--- src/hdl/pfc_pkg.sv ---
// pfc_pkg: shared types and constants of the pixel format converter
// source formats, command kinds and the command word passed front to back
// no dependencies
package pfc_pkg;

  localparam int PALETTE_ENTRIES = 256;
  // command queue depth, a power of two
  localparam int QUEUE_DEPTH = 2;

  localparam logic [7:0] ALPHA_OPAQUE = 8'hFF;

  typedef enum logic [3:0] {
    FMT_RGB8   = 4'd0,
    FMT_BGR8   = 4'd1,
    FMT_RGBX8  = 4'd2,
    FMT_BGRX8  = 4'd3,
    FMT_RGB555 = 4'd4,
    FMT_BGR555 = 4'd5,
    FMT_RGB565 = 4'd6,
    FMT_BGR565 = 4'd7,
    FMT_PAL8   = 4'd8
  } fmt_t;

  typedef enum logic [1:0] {
    KIND_DIRECT = 2'd0,
    KIND_PAL_RD = 2'd1,
    KIND_PAL_WR = 2'd2
  } kind_t;

  typedef struct packed {
    kind_t       kind;
    logic [7:0]  idx;
    logic [31:0] data;
  } cmd_t;

endpackage

--- src/hdl/pfc_if.sv ---
// pfc_if: valid/ready channel interfaces of the pixel format converter
// pfc_in_if carries pixel and palette-write beats, pfc_out_if the rgba beats
// no dependencies
interface pfc_in_if;
  logic        valid;
  logic        ready;
  logic        op;
  logic [31:0] source_pixel;
  logic [7:0]  palette_index;
  logic [31:0] palette_value;

  modport source (output valid, op, source_pixel, palette_index, palette_value,
                  input ready);
  modport sink (input valid, op, source_pixel, palette_index, palette_value,
                output ready);
endinterface


--- src/hdl/pfc_front.sv ---
// pfc_front: format register and input side, classifies each beat
// converts direct formats and turns palette beats into read/write commands
// depends on pfc_pkg, pfc_if
module pfc_front (
  input  logic              clk,
  input  logic              rst_n,
  input  logic              cfg_we,
  input  logic [3:0]        cfg_wdata,
  pfc_in_if.sink            in_chan,
  input  logic              q_full,
  output logic              push,
  output pfc_pkg::cmd_t     push_cmd
);

  logic [3:0]  fmt_r;
  logic [3:0]  fmt_nxt;
  logic [31:0] px;

  function automatic logic [7:0] widen5(input logic [4:0] x);
    widen5 = {x, x[4:2]};
  endfunction

  function automatic logic [7:0] widen6(input logic [5:0] x);
    widen6 = {x, x[5:4]};
  endfunction

  function automatic logic [31:0] pack_rgb(input logic [7:0] r, input logic [7:0] g,
                                           input logic [7:0] b);
    pack_rgb = {pfc_pkg::ALPHA_OPAQUE, b, g, r};
  endfunction

  assign fmt_nxt = cfg_we ? cfg_wdata : fmt_r;

  always_ff @(posedge clk) begin
    if (!rst_n) begin
      fmt_r <= pfc_pkg::FMT_RGB8;
    end else begin
      fmt_r <= fmt_nxt;
    end
  end

  assign in_chan.ready = !q_full;
  assign push          = in_chan.valid && !q_full;
  assign px            = in_chan.source_pixel;

  always_comb begin
    push_cmd.kind = pfc_pkg::KIND_DIRECT;
    push_cmd.idx  = px[7:0];
    push_cmd.data = '0;
    if (in_chan.op) begin
      push_cmd.kind = pfc_pkg::KIND_PAL_WR;
      push_cmd.idx  = in_chan.palette_index;
      push_cmd.data = in_chan.palette_value;
    end else begin
      unique case (pfc_pkg::fmt_t'(fmt_r))
        pfc_pkg::FMT_RGB8:   push_cmd.data = {pfc_pkg::ALPHA_OPAQUE, px[23:0]};
        pfc_pkg::FMT_BGR8:   push_cmd.data = pack_rgb(px[23:16], px[15:8], px[7:0]);
        pfc_pkg::FMT_RGBX8:  push_cmd.data = px;
        pfc_pkg::FMT_BGRX8:  push_cmd.data = {px[31:24], px[7:0], px[15:8], px[23:16]};
        pfc_pkg::FMT_RGB555: push_cmd.data = pack_rgb(widen5(px[4:0]), widen5(px[9:5]),
                                                      widen5(px[14:10]));
        pfc_pkg::FMT_BGR555: push_cmd.data = pack_rgb(widen5(px[14:10]), widen5(px[9:5]),
                                                      widen5(px[4:0]));
        pfc_pkg::FMT_RGB565: push_cmd.data = pack_rgb(widen5(px[4:0]), widen6(px[10:5]),
                                                      widen5(px[15:11]));
        pfc_pkg::FMT_BGR565: push_cmd.data = pack_rgb(widen5(px[15:11]), widen6(px[10:5]),
                                                      widen5(px[4:0]));
        pfc_pkg::FMT_PAL8:   push_cmd.kind = pfc_pkg::KIND_PAL_RD;
        default:             push_cmd.data = '0;
      endcase
    end
  end

endmodule

--- src/flat_wrapper.sv ---
// flat-port wrapper written by rule: the top's interface ports become plain ports
module pfc_front_flat 
  (clk, rst_n, cfg_we, cfg_wdata, q_full, push, push_cmd, in_chan_valid, in_chan_op, in_chan_source_pixel, in_chan_palette_index, in_chan_palette_value, in_chan_ready);
  pfc_in_if in_chan_i ();
  input  logic clk;
  input  logic rst_n;
  input  logic cfg_we;
  input  logic [3:0] cfg_wdata;
  input  logic q_full;
  output logic push;
  output pfc_pkg::cmd_t push_cmd;
  input wire logic [$bits(in_chan_i.valid)-1:0] in_chan_valid;
  input wire logic [$bits(in_chan_i.op)-1:0] in_chan_op;
  input wire logic [$bits(in_chan_i.source_pixel)-1:0] in_chan_source_pixel;
  input wire logic [$bits(in_chan_i.palette_index)-1:0] in_chan_palette_index;
  input wire logic [$bits(in_chan_i.palette_value)-1:0] in_chan_palette_value;
  output wire logic [$bits(in_chan_i.ready)-1:0] in_chan_ready;
  assign in_chan_i.valid = in_chan_valid;
  assign in_chan_i.op = in_chan_op;
  assign in_chan_i.source_pixel = in_chan_source_pixel;
  assign in_chan_i.palette_index = in_chan_palette_index;
  assign in_chan_i.palette_value = in_chan_palette_value;
  assign in_chan_ready = in_chan_i.ready;
  pfc_front u_core (.clk(clk), .rst_n(rst_n), .cfg_we(cfg_we), .cfg_wdata(cfg_wdata), .in_chan(in_chan_i), .q_full(q_full), .push(push), .push_cmd(push_cmd));
endmodule
--- config.mk ---
export PLATFORM = sky130hd
export DESIGN_NAME = pfc_front_flat
export DESIGN_NICKNAME = d
export VERILOG_FILES = /design/src/hdl/pfc_pkg.sv /design/src/hdl/pfc_if.sv /design/src/hdl/pfc_front.sv /design/src/flat_wrapper.sv
export SDC_FILE = /design/constraint.sdc
export NUM_CORES = 1
export LEC_CHECK = 0
export ABC_AREA = 0
export ABC_CLOCK_PERIOD_IN_PS = 1200
export BUFFER_PORTS_ARGS = -buffer_cell sky130_fd_sc_hd__buf_2
export CORE_ASPECT_RATIO = 1.25
export CORE_UTILIZATION = 35
export CTS_BUF_LIST = sky130_fd_sc_hd__clkbuf_4
export DETAILED_ROUTE_END_ITERATION = 12
export PLACE_DENSITY = 0.75
export SKIP_LAST_GASP = 1
export SLEW_MARGIN = 20
export SYNTH_ARGS = -nofsm -noshare
export SYNTH_HDL_FRONTEND = slang
export SYNTH_SLANG_ARGS = --single-unit
--- constraint.sdc ---
create_clock -name clk -period 1.2 [get_ports clk]
set_input_delay 0.06 -clock clk [delete_from_list [all_inputs] [get_ports clk]]
set_output_delay 0.06 -clock clk [all_outputs]
set_load 0.02 [all_outputs]
==> metrics.txt <==
# TYPE chip_impl_metric gauge
chip_impl_info{name="endpoint_kind",value="output port"} 1
chip_impl_info{name="r2r_start",value="u_core.fmt_r[1]"} 1
chip_impl_metric{name="cellPowerDensity",unit="nW/um2"} 588
chip_impl_info{name="synthFlopType",value="dfxtp_1"} 1
chip_impl_metric{name="grtUsageTotal",unit="%"} 25.2
chip_impl_info{name="gr_busiest_metal",value="met2"} 1
chip_impl_info{name="register_with_the_highest_flop_count",value="u_core.fmt_r"} 1
chip_impl_metric{name="postSynthRegisterBits",unit=""} 4
chip_impl_info{name="crit-reg2reg-capture",value="u_core.fmt_r[1]"} 1
chip_impl_metric{name="timing.final.crit_period",unit="ns"} 1.70
chip_impl_metric{name="synth-seq-area-share",unit="%"} 5.64
chip_impl_metric{name="cts.path.max_buffers",unit=""} 2
chip_impl_metric{name="synth_fp_nets",unit=""} 305
chip_impl_metric{name="wire_length_of_the_first_global_routing_pass",unit="mm"} 8.41
chip_impl_metric{name="grt.overflow.total",unit=""} 0
chip_impl_info{name="yosys-top-cells-count",value="nor2_1, nand2_1, mux2i_1"} 1
chip_impl_metric{name="static-leakage-power",unit="nW"} 1.25
chip_impl_metric{name="use_met1",unit="%"} 27.6
chip_impl_metric{name="worst_ep_required_time",unit="ns"} 1.14
chip_impl_metric{name="grtUsageMet2",unit="%"} 47.6
chip_impl_metric{name="tightest_slew",unit="ns"} 0.330
chip_impl_metric{name="gp_routability_congestion",unit=""} 0.864
chip_impl_metric{name="setup_viol",unit=""} 33
chip_impl_metric{name="critical_path_fanouts_max",unit=""} 4
chip_impl_metric{name="drv.max_cap_violation_count",unit=""} 0
chip_impl_metric{name="post-route-worst-setup-slack",unit="ns"} -0.496
chip_impl_metric{name="clkSinkCount",unit=""} 4
chip_impl_metric{name="detailroute.via_count",unit=""} 2163
chip_impl_info{name="largestRegisters",value="u_core.fmt_r (4)"} 1
chip_impl_info{name="hold_end",value="u_core.fmt_r[1]"} 1
chip_impl_info{name="post-synth-top-count-cell",value="nor2_1"} 1
chip_impl_metric{name="grt_max_degree",unit=""} 24
chip_impl_metric{name="fmaxAchievable",unit="GHz"} 0.590
chip_impl_metric{name="via_count_of_the_first_global_routing_pass",unit=""} 1932
chip_impl_metric{name="ys_warn_count",unit=""} 0
chip_impl_metric{name="global_route.usage.met3",unit="%"} 2.84
chip_impl_info{name="min-delay-start",value="rst_n"} 1
chip_impl_metric{name="core-area",unit="um2"} 3820
chip_impl_metric{name="synthDominantCellAreaShare",unit="%"} 16.9
chip_impl_metric{name="area_growth_syn_to_layout",unit="%"} 89.0
chip_impl_metric{name="pre_cts_ws",unit="ns"} -0.289
chip_impl_metric{name="syn_area",unit="um2"} 1420
chip_impl_metric{name="drt.antenna.violating_nets",unit=""} 0
chip_impl_metric{name="worst_skew_pair.late_latency",unit="ns"} 0.25
chip_impl_metric{name="worstHoldPathCells",unit=""} 2
chip_impl_metric{name="fin_nets",unit=""} 436
chip_impl_metric{name="finalHoldViolations",unit=""} 0
chip_impl_info{name="crit_path_start_kind",value="flip-flop"} 1
chip_impl_metric{name="post-route-period-util",unit="%"} 141
chip_impl_metric{name="via_per_inst",unit=""} 5.33
chip_impl_metric{name="routedWlPerCell",unit="um"} 14.0
chip_impl_metric{name="detail_route.first_pass.iterations",unit=""} 4
chip_impl_info{name="rsz0062_at_grt",value="true"} 1
chip_impl_metric{name="row_count",unit=""} 25
chip_impl_metric{name="die-area",unit="um2"} 4310
chip_impl_info{name="timing.critical_path.from",value="u_core.fmt_r[0]"} 1
chip_impl_metric{name="synthArstFlopShare",unit="%"} 0
chip_impl_metric{name="reg2reg_setup_slack",unit="ns"} 0.35
chip_impl_metric{name="worst_r2r_path_depth",unit=""} 3
chip_impl_metric{name="die_width",unit="um"} 59.0
chip_impl_metric{name="timing.slew.headroom",unit="%"} 77.9
chip_impl_metric{name="synth_cells",unit=""} 223
chip_impl_metric{name="num_antenna_cells",unit=""} 0
chip_impl_info{name="failed_checks",value="negative setup slack"} 1
chip_impl_metric{name="critical_path_arrival",unit="ns"} 1.64
chip_impl_metric{name="timing.final.max_slew_violations",unit=""} 0
chip_impl_metric{name="floorplan.die.height",unit="um"} 73.2
chip_impl_metric{name="postCtsHoldBufs",unit=""} 0
chip_impl_metric{name="clk_pin_slew",unit="ns"} 0.04
chip_impl_metric{name="placedCellCount",unit=""} 399
chip_impl_info{name="cts_tree",value="built"} 1
chip_impl_metric{name="dpl.hpwl",unit="mm"} 4.15
chip_impl_metric{name="floorplan.io_pins",unit=""} 126
chip_impl_metric{name="floorplan.initialDensity",unit="%"} 37.2
chip_impl_metric{name="wl",unit="mm"} 5.70
chip_impl_info{name="holdCritPathClass",value="in2reg"} 1
chip_impl_metric{name="final-instance-count-excl-fill",unit=""} 406
chip_impl_metric{name="antenna_violations_before_repair",unit=""} 0
chip_impl_metric{name="cts_max_level",unit=""} 1
chip_impl_metric{name="port_buffers",unit=""} 125
chip_impl_info{name="critPathKind",value="reg2out"} 1
chip_impl_metric{name="synth_edf_count",unit=""} 0
chip_impl_metric{name="largest_reg_flops",unit=""} 4
chip_impl_metric{name="first_iter_violations",unit=""} 79
chip_impl_metric{name="clock-skew-final",unit="ns"} 0
chip_impl_info{name="result_of_the_run",value="complete, but fails checks"} 1
chip_impl_metric{name="drive_above_1_share",unit="%"} 62.5
chip_impl_metric{name="syn-mean-instance-area",unit="um2"} 6.36
chip_impl_info{name="leading_area_contributor_after_synthesis",value="mux2i_1"} 1
chip_impl_metric{name="vdd_drop_max",unit="V"} 0.000472
chip_impl_info{name="cts_root_buf",value="clkbuf_4"} 1
chip_impl_info{name="synth_area_leaders",value="mux2i_1, nor2_1, nand2_1"} 1
chip_impl_metric{name="cts_made_buffers",unit=""} 3
chip_impl_metric{name="drc_errors",unit=""} 0
chip_impl_metric{name="synth_cell_types",unit=""} 31
-- layer usage --
metal  share of wire [%]  vias up
met1                  38      985
li1                    -     1063
met3                 6.9        8
met4                 1.4        0
met5                   0        -
met2                  54      107
-- placed cells by master, fill, tap and decap left out, drive strengths merged, types with 3 or more instances in the layout --
| cell type | synthesis | layout |
|---|---|---|
| a2111oi | 6 | 6 |
| a21o | 6 | 6 |
| a21oi | 16 | 16 |
| buf | 15 | 149 |
| clkbuf | 9 | 3 |
| dfxtp | 4 | 4 |
| inv | 5 | 5 |
| mux2 | 8 | 8 |
| mux2i | 24 | 24 |
| nand2 | 28 | 28 |
| nand2b | 9 | 9 |
| nand3b | 6 | 6 |
| nor2 | 33 | 33 |
| nor2b | 7 | 7 |
| nor3 | 14 | 14 |
| nor4 | 3 | 3 |
| o21ai | 12 | 12 |
| o31ai | 8 | 8 |
-- report_power, final --
| part | leakage (nW) | internal, mW | switching [mW] |
|---|---|---|---|
| registers | 0.0357 | 0.139 | 0.0228 |
| clock network | 0.0138 | 0.113 | 0.0730 |
| logic | 1.20 | 0.581 | 0.648 |
-- through the flow --
stage	utilization [%]	cell area (um2)	total power, mW	hold slack, ns	TNS [ns]
4_1_cts	67.8	2590	1.51	0.0569	-11.76
6_report	70.3	2680	1.58	0.0650	-12.18
3_3_place_gp	61.2	2330	1.19	0.312	-5.98
3_5_place_dp	61.2	2330	1.21	0.311	-6.62
2_1_floorplan	-	1630	0.853	0.188	-2.10
5_1_grt	70.3	2680	1.67	0.0658	-14.45
-- cell type report --
cell class | instances | area [um2]
repair buffers | 149 | 960
inverters | 5 | 18.8
multi-input cells | 191 | 1520
fillers | 317 | 1130
flip-flops and latches | 4 | 95.1
well taps | 54 | 67.6
clock buffers | 3 | 22.5
-- cell families after synthesis --
kind of cell / Yosys count / synth area share (%)
buf+inv: 29 / 10.7
simple gates: 104 / 35.7
compound gates: 54 / 24.7
mux: 32 / 23.3
flops: 4 / 5.64
-- worst max path at each step --
stage,depth (start not counted),endpoint
final,5,push_cmd[18]
after CTS,5,push_cmd[17]
after floorplan,5,push_cmd[16]
after global placement,5,push_cmd[17]
after global routing,5,push_cmd[22]
after detailed placement,5,push_cmd[19]
-- worst max-delay path, stage by stage, from the launching register on --
cell	delay, ns
dfxtp_4	0.36
or4b_4	0.57
nor2_2	0.12
nor3_1	0.07
o21ai_2	0.11
buf_4	0.15
-- timing repair --
action / CTS / global route
setup buffers: 3 / 0
resized for setup: 68 / 26
setup endpoints to repair: 33 / 33
pin swaps: 7 / 3
gates cloned: 1 / 1
Note: power is estimated with default switching activity, not from simulation.
