File: src/hdl/pfc_pkg.sv
// pfc_pkg: shared types and constants of the pixel format converter
// source formats, command kinds and the command word passed front to back
// no dependencies
package pfc_pkg;

  localparam int PALETTE_ENTRIES = 256;
  // command queue depth, a power of two
  localparam int QUEUE_DEPTH = 2;

  localparam logic [7:0] ALPHA_OPAQUE = 8'hFF;

  typedef enum logic [3:0] {
    FMT_RGB8   = 4'd0,
    FMT_BGR8   = 4'd1,
    FMT_RGBX8  = 4'd2,
    FMT_BGRX8  = 4'd3,
    FMT_RGB555 = 4'd4,
    FMT_BGR555 = 4'd5,
    FMT_RGB565 = 4'd6,
    FMT_BGR565 = 4'd7,
    FMT_PAL8   = 4'd8
  } fmt_t;

  typedef enum logic [1:0] {
    KIND_DIRECT = 2'd0,
    KIND_PAL_RD = 2'd1,
    KIND_PAL_WR = 2'd2
  } kind_t;

  typedef struct packed {
    kind_t       kind;
    logic [7:0]  idx;
    logic [31:0] data;
  } cmd_t;

endpackage

File: src/hdl/pfc_queue.sv
// pfc_queue: short command queue between front and back
// holds classified commands so either side can stall alone
// depends on pfc_pkg
module pfc_queue (
  input  logic          clk,
  input  logic          rst_n,
  input  logic          push,
  input  pfc_pkg::cmd_t push_cmd,
  output logic          full,
  input  logic          pop,
  output pfc_pkg::cmd_t pop_cmd,
  output logic          not_empty
);

  localparam int PTR_W = (pfc_pkg::QUEUE_DEPTH > 1) ? $clog2(pfc_pkg::QUEUE_DEPTH) : 1;
  localparam int CNT_W = $clog2(pfc_pkg::QUEUE_DEPTH + 1);
  localparam logic [CNT_W-1:0] DEPTH_C = CNT_W'(pfc_pkg::QUEUE_DEPTH);

  pfc_pkg::cmd_t    slot_r [pfc_pkg::QUEUE_DEPTH];
  logic [PTR_W-1:0] wr_ptr_r, wr_ptr_nxt;
  logic [PTR_W-1:0] rd_ptr_r, rd_ptr_nxt;
  logic [CNT_W-1:0] count_r, count_nxt;

  assign full      = (count_r == DEPTH_C);
  assign not_empty = (count_r != '0);
  assign pop_cmd   = slot_r[rd_ptr_r];

  always_comb begin
    wr_ptr_nxt = push ? wr_ptr_r + 1'b1 : wr_ptr_r;
    rd_ptr_nxt = pop ? rd_ptr_r + 1'b1 : rd_ptr_r;
    count_nxt  = count_r;
    if (push && !pop) begin
      count_nxt = count_r + 1'b1;
    end else if (pop && !push) begin
      count_nxt = count_r - 1'b1;
    end
  end

  always_ff @(posedge clk) begin
    if (!rst_n) begin
      wr_ptr_r <= '0;
      rd_ptr_r <= '0;
      count_r  <= '0;
    end else begin
      wr_ptr_r <= wr_ptr_nxt;
      rd_ptr_r <= rd_ptr_nxt;
      count_r  <= count_nxt;
    end
  end

  always_ff @(posedge clk) begin
    if (push) begin
      slot_r[wr_ptr_r] <= push_cmd;
    end
  end

`ifndef SYNTHESIS
  a_no_overflow: assert property (@(posedge clk) disable iff (!rst_n)
    count_r <= DEPTH_C) else $error("command queue over depth");

  a_no_underflow: assert property (@(posedge clk) disable iff (!rst_n)
    pop |-> not_empty) else $error("pop from empty command queue");

  a_count_up: assert property (@(posedge clk) disable iff (!rst_n)
    (push && !pop) |=> (count_r == CNT_W'($past(count_r) + 1'b1)))
    else $error("queue count missed a push");
`endif

endmodule

File: config.mk
export PLATFORM = sky130hd
export DESIGN_NAME = pfc_queue
export DESIGN_NICKNAME = d
export VERILOG_FILES = /design/src/hdl/pfc_pkg.sv /design/src/hdl/pfc_queue.sv
export SDC_FILE = /design/constraint.sdc
export NUM_CORES = 1
export LEC_CHECK = 0
export BUFFER_PORTS_ARGS = -buffer_cell sky130_fd_sc_hd__buf_2
export CAP_MARGIN = 20
export CORE_MARGIN = 2
export CORE_UTILIZATION = 46
export CTS_CLUSTER_DIAMETER = 80
export DETAILED_ROUTE_END_ITERATION = 10
export PLACE_DENSITY = 0.74
export SLEW_MARGIN = 20
export SYNTH_ARGS = -nofsm -noshare
export SYNTH_HDL_FRONTEND = slang
export SYNTH_SLANG_ARGS = --single-unit
export TNS_END_PERCENT = 10
File: constraint.sdc
create_clock -name clk -period 2.9 [get_ports clk]
set_input_delay 0.435 -clock clk [delete_from_list [all_inputs] [get_ports clk]]
set_output_delay 0.435 -clock clk [all_outputs]
set_load 0.005 [all_outputs]
==> results.sh, run 1 <==
export IMPL_status="finished clean"
export IMPL_hp_class="primary input to flop"
export IMPL_p_leak_nw=1.52
export IMPL_post_place_ws_ns=1.14
export IMPL_final_cells=352
export IMPL_die_y_um=88.1
export IMPL_synthCells=153
export IMPL_dp_cells=337
export IMPL_worstSetupEndpointType="output port"
export IMPL_synth_area_top_cells="edfxtp_1 (78%), mux2_2 (15%), dfxtp_1 (3.1%), buf_4 (0.92%), and2_1 (0.77%)"
export IMPL_stdcell_area_mm2=0.00401
export IMPL_setup_violations=0
export IMPL_routed_wl_um=5280
export IMPL_required_ns=2.47
export IMPL_drive_above_1_share_pct=59.8
export IMPL_rsz0062_at_grt="no"
export IMPL_drc=0
export IMPL_routedWlPerCell_um=15.0
export IMPL_hold_path_end="slot_r[0][27]"
export IMPL_synthTopCellsByCount="edfxtp_1 (84), mux2_2 (42), dfxtp_1 (5)"
export IMPL_start_util_pct=47.6
export IMPL_final_min_period_over_clock_period_pct=70.8
export IMPL_drv_cap=0
export IMPL_startpoint_type="flop"
export IMPL_path_clk_slew_ns=0.08
export IMPL_cts_repair_resized=0
export IMPL_syn_nets=200
export IMPL_vias_per_cell=4.71
export IMPL_p_int_mw=2.02
export IMPL_ff2ff_path_depth=2
export IMPL_grt_overflow=0
export IMPL_wl_met1_um=2110
export IMPL_final_nets=299
export IMPL_path_cells="buf_12 -> mux2_2 -> buf_2"
export IMPL_skew_ns=0.00657
export IMPL_cts_tree="done"
export IMPL_coreArea_mm2=0.00683
export IMPL_htreeDepth=3
export IMPL_max_stage_delay_ns=0.54
export IMPL_route_met3_wl_um=363
export IMPL_firstDrtPassIters=4
export IMPL_clkPwrFrac_pct=30.3
export IMPL_worst_slack_ns=0.848
export IMPL_worstMarginPinSlew_ns=0.603
export IMPL_slew_violations=0
export IMPL_grt_pass1_vias=1646
export IMPL_switching_share_pct=20.4
export IMPL_relSlewSlack_pct=59.8
export IMPL_gp_congestion=0.708
export IMPL_ant_nets=0
export IMPL_drt_iter0_drc=77
export IMPL_syn_area_mm2=0.00325
export IMPL_yosysTopAreaCell="edfxtp_1"
export IMPL_cts_setup_buffers=0
export IMPL_synth_top_cell_area_share_pct=77.6
export IMPL_clock_sinks=89
export IMPL_diodes=0
export IMPL_synth_seq_cells=89
export IMPL_peakVddDrop_v=0.000267
export IMPL_p_sw_mw=0.518
export IMPL_antenna_found_initial=0
export IMPL_top_layer="met4"
export IMPL_synth_edff_count=84
export IMPL_cp_slowest_cell="dfxtp_2"
export IMPL_avgSynthCellArea_um2=21.3
export IMPL_crit_arrival_ns=1.62
export IMPL_clock_latency_ns=0.33
export IMPL_pwr_share_seq_pct=59.4
export IMPL_min_path_cells=1
export IMPL_placementRows=30
export IMPL_reg2reg_slack_ns=1.33
export IMPL_min_from="push_cmd[27]"
export IMPL_place_hpwl_um=3500
export IMPL_wl_met2_um=2740
export IMPL_port_buffers=89
export IMPL_ios=90
export IMPL_place_area_mm2=0.00383
export IMPL_ys_seq_area_share_pct=80.6
export IMPL_synth_most_common_cell="edfxtp_1"
export IMPL_criticalPathCategory="flop to output port"
export IMPL_fin_crit_ns=2.05
export IMPL_dieArea_mm2=0.00776
export IMPL_grtUsageTotal_pct=13.7
export IMPL_vias=1657
export IMPL_r2r_end="slot_r[1][6]"
export IMPL_chipWidth_um=88.1
export IMPL_syn_to_final_growth_pct=23.4
export IMPL_grt_max_degree=44
export IMPL_final_setup_tns_ns=0
export IMPL_cp_max_fo=30
export IMPL_cts_hold_buf=0
export IMPL_synthFlopType="edfxtp_1"
export IMPL_power_density_mw_per_mm2=632
export IMPL_ys_warn_count=0
export IMPL_r2r_start="wr_ptr_r"
export IMPL_ys_types=17
export IMPL_clockRootBuffer="clkbuf_8"
export IMPL_final_hold_violation_count=0
export IMPL_grt_pass1_wl_um=7730
export IMPL_cts_max_path_buffers=2
export IMPL_synthArstFlopShare_pct=0
export IMPL_cts_made_buffers=9
export IMPL_p_comb_share_pct=10.4
export IMPL_clock_fmax_ghz=0.487
-- routing by layer --
metal  vias up  global-route usage, %
met5         -                      0
met4         0                   7.02
met3         5                   3.39
met2        51                   23.3
met1       814                   16.3
li1        787                      -
-- worst max-delay path: cells and delay by family, from the launching register on --
family / cells / cell delay, ns
buf+inv: 2 / 0.38
flops: 1 / 0.54
mux: 1 / 0.36
-- kinds of logic after synthesis --
kind of cell	Yosys count	synth area share (%)
XOR/XNOR	3	0.808
flip-flops	89	80.6
multiplexers	42	14.5
buffers and inverters	6	1.19
AND/OR/NAND/NOR	9	1.81
adder cells (fa/ha/maj)	1	0.385
AO/OA/AOI/OAI	3	0.616
-- power by group through the flow --
| stage | sequential, mW | clock, mW | combinational (mW) |
|---|---|---|---|
| global route | 1.51 | 0.844 | 0.288 |
| detailed placement | 1.54 | 0 | 0.267 |
| floorplan | 1.52 | 0 | 0.149 |
| global placement | 1.53 | 0 | 0.262 |
| finish | 1.51 | 0.767 | 0.263 |
| CTS | 1.51 | 0.795 | 0.269 |
-- worst max path at each step --
| stage | start | end | slack, ns | cells after the start |
|---|---|---|---|---|
| CTS | flop | pop_cmd[21] | 0.80 | 3 |
| global route | flop | pop_cmd[17] | 0.75 | 3 |
| finish | flop | pop_cmd[21] | 0.85 | 3 |
| global placement | push | slot_r[1][14] | 1.15 | 3 |
| detailed placement | push | slot_r[1][18] | 1.14 | 3 |
| floorplan | push | slot_r[0][0] | 0.11 | 1 |
-- cell type report --
class	instances	area [um^2]
multi-input combinational	58	599
fill	576	2820
clock buffer	11	131
clock inverter	4	45.0
timing repair buffer	93	488
sequential	89	2620
inverter	1	3.75
tap	96	120
-- registers in the layout, summed over array words and instances (netlist names), named ones only --
register  cells
count_r       2
rd_ptr_r      1
slot_r       84
wr_ptr_r      1
-- metrics by stage --
stage                     power (mW)  hold WS [ns]  utilization, %
after global placement          1.79         0.483            56.1
after detailed placement        1.80         0.508            56.1
after floorplan                 1.67         0.461               -
final                           2.54         0.285            58.7
after CTS                       2.57         0.267            58.7
after global routing            2.65         0.266            58.7
-- cells in the final DEF (no fill, tap or decap) --
cell type	n
a21boi_1	1
xnor2_1	1
mux2_2	42
buf_4	3
inv_1	1
bufinv_16	1
buf_12	1
dfxtp_2	1
dfxtp_1	4
or2_2	1
and2_1	3
nor2b_1	1
and2_2	1
buf_2	89
o21a_1	1
edfxtp_1	84
clkbuf_1	2
ha_1	1
xor2_1	2
and2b_2	1
nor2b_4	1
o21ai_0	1
clkinv_2	3
or3_1	1
clkbuf_8	9
Power figures use the tool's default switching activity.
==> run 2: changes to the inputs <==
==> constraint.sdc (replaced) <==
create_clock -name clk -period 1.7 [get_ports clk]
set_input_delay 0.255 -clock clk [delete_from_list [all_inputs] [get_ports clk]]
set_output_delay 0.255 -clock clk [all_outputs]
set_load 0.005 [all_outputs]
==> run 2 against run 1 <==
Net effect:
- count of clock-buffer cells in the layout unchanged
- design area up 1.6%
- clock power rose by 54%
- first-iteration DRC count down 17%
- final cell count up 0.85%
- non-clock buffer count grew 3
- utilization up 0.93 points
- global-route usage up 0.052 points
- register-to-register slack got worse by 0.79 ns
- sequential share of layout area down 0.96 points
- largest cell class unchanged
==> results.sh, run 2 (same netlist as run 1, synthesis figures left out) <==
export IMPL_p_leak_nw=1.55
export IMPL_vias=1705
export IMPL_hp_class="primary input to flop"
export IMPL_ff_latch_area_mm2=0.00263
export IMPL_cts_setup_buffers=0
export IMPL_htreeDepth=3
export IMPL_crit_arrival_ns=1.41
export IMPL_clock_latency_ns=0.34
export IMPL_required_ns=1.44
export IMPL_p_total_mw=4.26
export IMPL_cp_max_fo=10
export IMPL_cts_made_buffers=9
export IMPL_relSlewSlack_pct=77.2
export IMPL_final_common_cell="buf_2"
export IMPL_start_util_pct=47.6
export IMPL_drc=0
export IMPL_gp_congestion=0.692
export IMPL_place_hpwl_um=3490
export IMPL_die_y_um=88.1
export IMPL_placementRows=30
export IMPL_routed_wl_um=5910
export IMPL_drive_above_1_share_pct=59.8
export IMPL_post_place_ws_ns=0.354
export IMPL_worstMarginPinSlew_ns=0.342
export IMPL_path_cells="clkbuf_16 -> mux2_2 -> buf_2"
export IMPL_critical_path_top_delay_family="flip-flops"
export IMPL_grt_pass1_vias=1649
export IMPL_ios=90
export IMPL_largest_register_ffs=84
export IMPL_crit_cells=3
export IMPL_final_cell_mix="buf_2 (89), edfxtp_1 (84), mux2_2 (40), clkbuf_8 (9), dfxtp_1 (4)"
export IMPL_max_stage_delay_ns=0.42
export IMPL_worst_slack_ns=0.0320
export IMPL_fin_crit_ns=1.67
export IMPL_clkPwrFrac_pct=27.8
export IMPL_chipWidth_um=88.1
export IMPL_peakVddDrop_v=0.000478
export IMPL_ff2ff_path_depth=2
export IMPL_fillers=535
export IMPL_antenna_found_initial=0
export IMPL_switching_share_pct=21.9
export IMPL_criticalPathCategory="flop to output port"
export IMPL_p_int_mw=3.32
export IMPL_final_hold_violation_count=0
export IMPL_drt_iter0_drc=64
export IMPL_reg_top3="slot_r (84), count_r (2)"
export IMPL_clock_sinks=89
export IMPL_ant_nets=0
export IMPL_port_buffers=89
export IMPL_skew_ns=0.0130
export IMPL_stdcell_area_mm2=0.00408
export IMPL_worstSetupEndpointType="output port"
export IMPL_multi_input_area_um2=607
export IMPL_final_nets=302
export IMPL_pwr_share_seq_pct=60.2
export IMPL_grt_pass1_wl_um=7860
export IMPL_status="finished clean"
export IMPL_power_density_mw_per_mm2=1040
export IMPL_cts_hold_buf=0
export IMPL_firstDrtPassIters=4
export IMPL_dieArea_mm2=0.00776
export IMPL_min_path_cells=1
export IMPL_routedWlPerCell_um=16.6
export IMPL_cp_slowest_cell="dfxtp_4"
export IMPL_p_comb_share_pct=12.0
export IMPL_fin_worst_hold_slack_ns=0.0942
export IMPL_final_min_period_over_clock_period_pct=98.1
export IMPL_cts_max_path_buffers=2
export IMPL_slew_violations=0
export IMPL_grtUsageTotal_pct=13.8
export IMPL_clock_fmax_ghz=0.600
export IMPL_drv_cap=0
export IMPL_syn_to_final_growth_pct=25.3
export IMPL_largest_register="slot_r"
export IMPL_startpoint_type="flop"
export IMPL_place_area_mm2=0.00385
export IMPL_path_clk_slew_ns=0.09
export IMPL_cts_tree="done"
export IMPL_clockRootBuffer="clkbuf_8"
export IMPL_critical_path_buf_inv_count=2
export IMPL_diodes=0
export IMPL_setup_violations=0
export IMPL_grt_overflow=0
export IMPL_coreArea_mm2=0.00683
export IMPL_grt_max_degree=43
export IMPL_vias_per_cell=4.80
export IMPL_p_sw_mw=0.934
run 2: worst reg2reg max path, stage by stage, from the launching register on:
cell	delay (ns)
dfxtp_1	0.39
and2_2	0.19
buf_12	0.23
run 2: timing repair:
item / in CTS / in global routing
setup endpoints to repair: 11 / 40
gates resized for setup: 2 / 2
gates cloned: 0 / 3
run 2: per-layer routing:
layer,share of wire [%],wire length [um],vias up,track usage [%]
met5,0,0,-,0
li1,-,-,796,-
met3,5.2,309,6,3.58
met1,43,2570,852,16.6
met2,50,2950,51,23.6
met4,1.3,75,0,5.92
run 2: layout make-up:
class / instances / area share, %
flip-flops and latches: 89 / 64.4
inverters: 1 / 0.0921
clock buffers: 11 / 3.22
well taps: 96 / 2.95
multi-input cells: 58 / 14.9
clock inverters: 4 / 0.522
repair buffers: 96 / 13.9
run 2: final timing paths:
check             slack [ns]          from       endpoint
setup / recovery        0.03          flop     pop_cmd[3]
hold / removal          0.09  push_cmd[11]  slot_r[1][11]
setup reg to reg        0.54      wr_ptr_r   slot_r[1][6]
hold reg to reg         0.51    count_r[1]     count_r[1]
run 2: power by group through the flow:
stage,clock (mW),sequential [mW],combinational [mW]
3_5_place_dp,0,2.61,0.472
4_1_cts,1.21,2.56,0.478
5_1_grt,1.30,2.57,0.551
2_1_floorplan,0,2.60,0.256
6_report,1.18,2.56,0.509
3_3_place_gp,0,2.60,0.464
run 2: through the flow:
stage                     utilization [%]  cells    TNS, ns
final                                59.7    355          0
after global routing                 59.7    355  -0.000178
after CTS                            58.7    352    -0.0495
after detailed placement             56.3    337          0
after global placement               56.3    337          0
after floorplan                         -    153      -4.54
==> run 3: changes to the inputs <==
--- a/config.mk
+++ b/config.mk
@@ -8,10 +8,11 @@
 export BUFFER_PORTS_ARGS = -buffer_cell sky130_fd_sc_hd__buf_2
 export CAP_MARGIN = 20
 export CORE_MARGIN = 2
-export CORE_UTILIZATION = 46
+export CORE_UTILIZATION = 50
 export CTS_CLUSTER_DIAMETER = 80
 export DETAILED_ROUTE_END_ITERATION = 10
-export PLACE_DENSITY = 0.74
+export GPL_TIMING_DRIVEN = 0
+export PLACE_DENSITY = 0.77
 export SLEW_MARGIN = 20
 export SYNTH_ARGS = -nofsm -noshare
 export SYNTH_HDL_FRONTEND = slang
==> constraint.sdc (replaced) <==
create_clock -name clk -period 1.85 [get_ports clk]
set_input_delay 0.2775 -clock clk [delete_from_list [all_inputs] [get_ports clk]]
set_output_delay 0.2775 -clock clk [all_outputs]
set_load 0.005 [all_outputs]
==> run 3 against run 2 <==
Net effect:
- routed wire length is 6.5% lower
- sequential share of layout area is 0.41 points higher
- first-iteration DRC count is 4.7% lower
- sequential cell count stayed put
- register-to-register slack worse by 0.18 ns
- non-clock buffer count stayed put
- utilization is 4.4 points higher
- global-route usage is 2.3 points higher
- critical path type unchanged
==> results.sh, run 3 (same netlist as run 1, synthesis figures left out) <==
export IMPL_htreeDepth=3
export IMPL_diodes=0
export IMPL_cts_max_path_buffers=2
export IMPL_slew_violations=0
export IMPL_switching_share_pct=21.0
export IMPL_place_hpwl_um=3730
export IMPL_cts_hold_buf=0
export IMPL_crit_arrival_ns=1.52
export IMPL_antenna_found_initial=0
export IMPL_final_cells=337
export IMPL_clockRootBuffer="clkbuf_8"
export IMPL_final_setup_tns_ns=0
export IMPL_fin_crit_ns=1.79
export IMPL_dieArea_mm2=0.00716
export IMPL_hp_class="primary input to flop"
export IMPL_coreArea_mm2=0.00631
export IMPL_syn_to_final_growth_pct=24.4
export IMPL_pwr_share_seq_pct=58.6
export IMPL_ant_nets=0
export IMPL_peakVddDrop_v=0.000656
export IMPL_routedWlPerCell_um=16.4
export IMPL_p_sw_mw=0.844
export IMPL_cp_max_fo=10
export IMPL_clock_sinks=89
export IMPL_gp_congestion=0.743
export IMPL_grtUsageTotal_pct=16.1
export IMPL_die_y_um=84.6
export IMPL_cts_made_buffers=9
export IMPL_post_place_ws_ns=0.234
export IMPL_relSlewSlack_pct=53.7
export IMPL_clock_fmax_ghz=0.557
export IMPL_start_util_pct=51.5
export IMPL_dp_cells=321
export IMPL_drc=0
export IMPL_ff_latch_area_mm2=0.00262
export IMPL_largest_register_ffs=84
export IMPL_cts_setup_buffers=0
export IMPL_chipWidth_um=84.6
export IMPL_stdcell_area_mm2=0.00404
export IMPL_rsz0062_at_grt="yes"
export IMPL_startpoint_type="flop"
export IMPL_reg_top3="slot_r (84), count_r (2)"
export IMPL_routed_wl_um=5520
export IMPL_grt_pass1_wl_um=8580
export IMPL_p_total_mw=4.01
export IMPL_grt_overflow=0
export IMPL_vias_per_cell=5.03
export IMPL_worstSetupEndpointType="output port"
export IMPL_place_area_mm2=0.00386
export IMPL_firstDrtPassIters=4
export IMPL_power_density_mw_per_mm2=993
export IMPL_final_cell_mix="buf_2 (90), edfxtp_1 (84), mux2_2 (42), clkbuf_8 (10), dfxtp_1 (5)"
export IMPL_clkPwrFrac_pct=30.4
export IMPL_final_min_period_over_clock_period_pct=97.0
export IMPL_clock_latency_ns=0.34
export IMPL_grt_pass1_vias=1808
export IMPL_worstMarginPinSlew_ns=0.694
export IMPL_drive_above_1_share_pct=59.6
export IMPL_largest_register="slot_r"
export IMPL_criticalPathCategory="flop to output port"
export IMPL_p_int_mw=3.17
export IMPL_p_comb_share_pct=11.0
export IMPL_final_hold_violation_count=0
export IMPL_postLayoutCoreUtil_pct=64.1
export IMPL_cts_tree="done"
export IMPL_required_ns=1.57
export IMPL_worst_slack_ns=0.0554
export IMPL_multi_input_area_um2=599
export IMPL_skew_ns=0.00743
export IMPL_ios=90
export IMPL_cts_repair_resized=0
export IMPL_placementRows=29
export IMPL_vias=1696
export IMPL_port_buffers=89
export IMPL_final_common_cell="buf_2"
export IMPL_final_nets=302
export IMPL_drt_iter0_drc=61
export IMPL_fillers=480
export IMPL_status="finished clean"
export IMPL_path_clk_slew_ns=0.08
export IMPL_p_leak_nw=1.55
export IMPL_setup_violations=0
export IMPL_grt_max_degree=23
export IMPL_drv_cap=0
export IMPL_fin_worst_hold_slack_ns=0.118
## run 3: cell types whose count changed in the layout (fill, tap and decap cells not counted), sizes merged
cell    before  now
clkbuf      13   14
clkinv       3    1
buf         94   96
## run 3: final cells by class
type,instances,area share (%)
sequential,89,64.9
clock buffer,14,4.30
inverter,1,0.0928
buffer,5,0.866
clock inverter,2,0.309
multi-input combinational,58,14.8
timing repair buffer,91,12.4
tap,77,2.38
## run 3: metal layers
| metal | GRT usage (%) | part of all wire, % | vias up |
|---|---|---|---|
| li1 | - | - | 798 |
| met1 | 17.9 | 38 | 829 |
| met2 | 28.6 | 55 | 56 |
| met3 | 3.54 | 3.9 | 13 |
| met4 | 8.66 | 2.6 | 0 |
| met5 | 0 | 0 | - |
## run 3: power by group through the flow
| stage | clock, mW | sequential (mW) | combinational [mW] |
|---|---|---|---|
| 2_1_floorplan | 0 | 2.39 | 0.235 |
| 3_3_place_gp | 0 | 2.39 | 0.419 |
| 3_5_place_dp | 0 | 2.40 | 0.448 |
| 4_1_cts | 1.26 | 2.35 | 0.452 |
| 5_1_grt | 1.34 | 2.36 | 0.483 |
| 6_report | 1.22 | 2.35 | 0.441 |
## run 3: final timing paths
check                     from       endpoint  slack (ns)  cells past startpoint
setup / recovery          flop    pop_cmd[25]        0.06                      4
setup reg to reg      wr_ptr_r  slot_r[1][20]        0.36                      2
hold / removal    push_cmd[19]  slot_r[0][19]        0.12                      1
hold reg to reg     count_r[1]     count_r[1]        0.56                      2
## run 3: worst max-delay path, cell delays in order (launching register included)
cell	delay, ns
dfxtp_1	0.31
buf_2	0.17
buf_4	0.22
mux2_2	0.35
buf_2	0.13
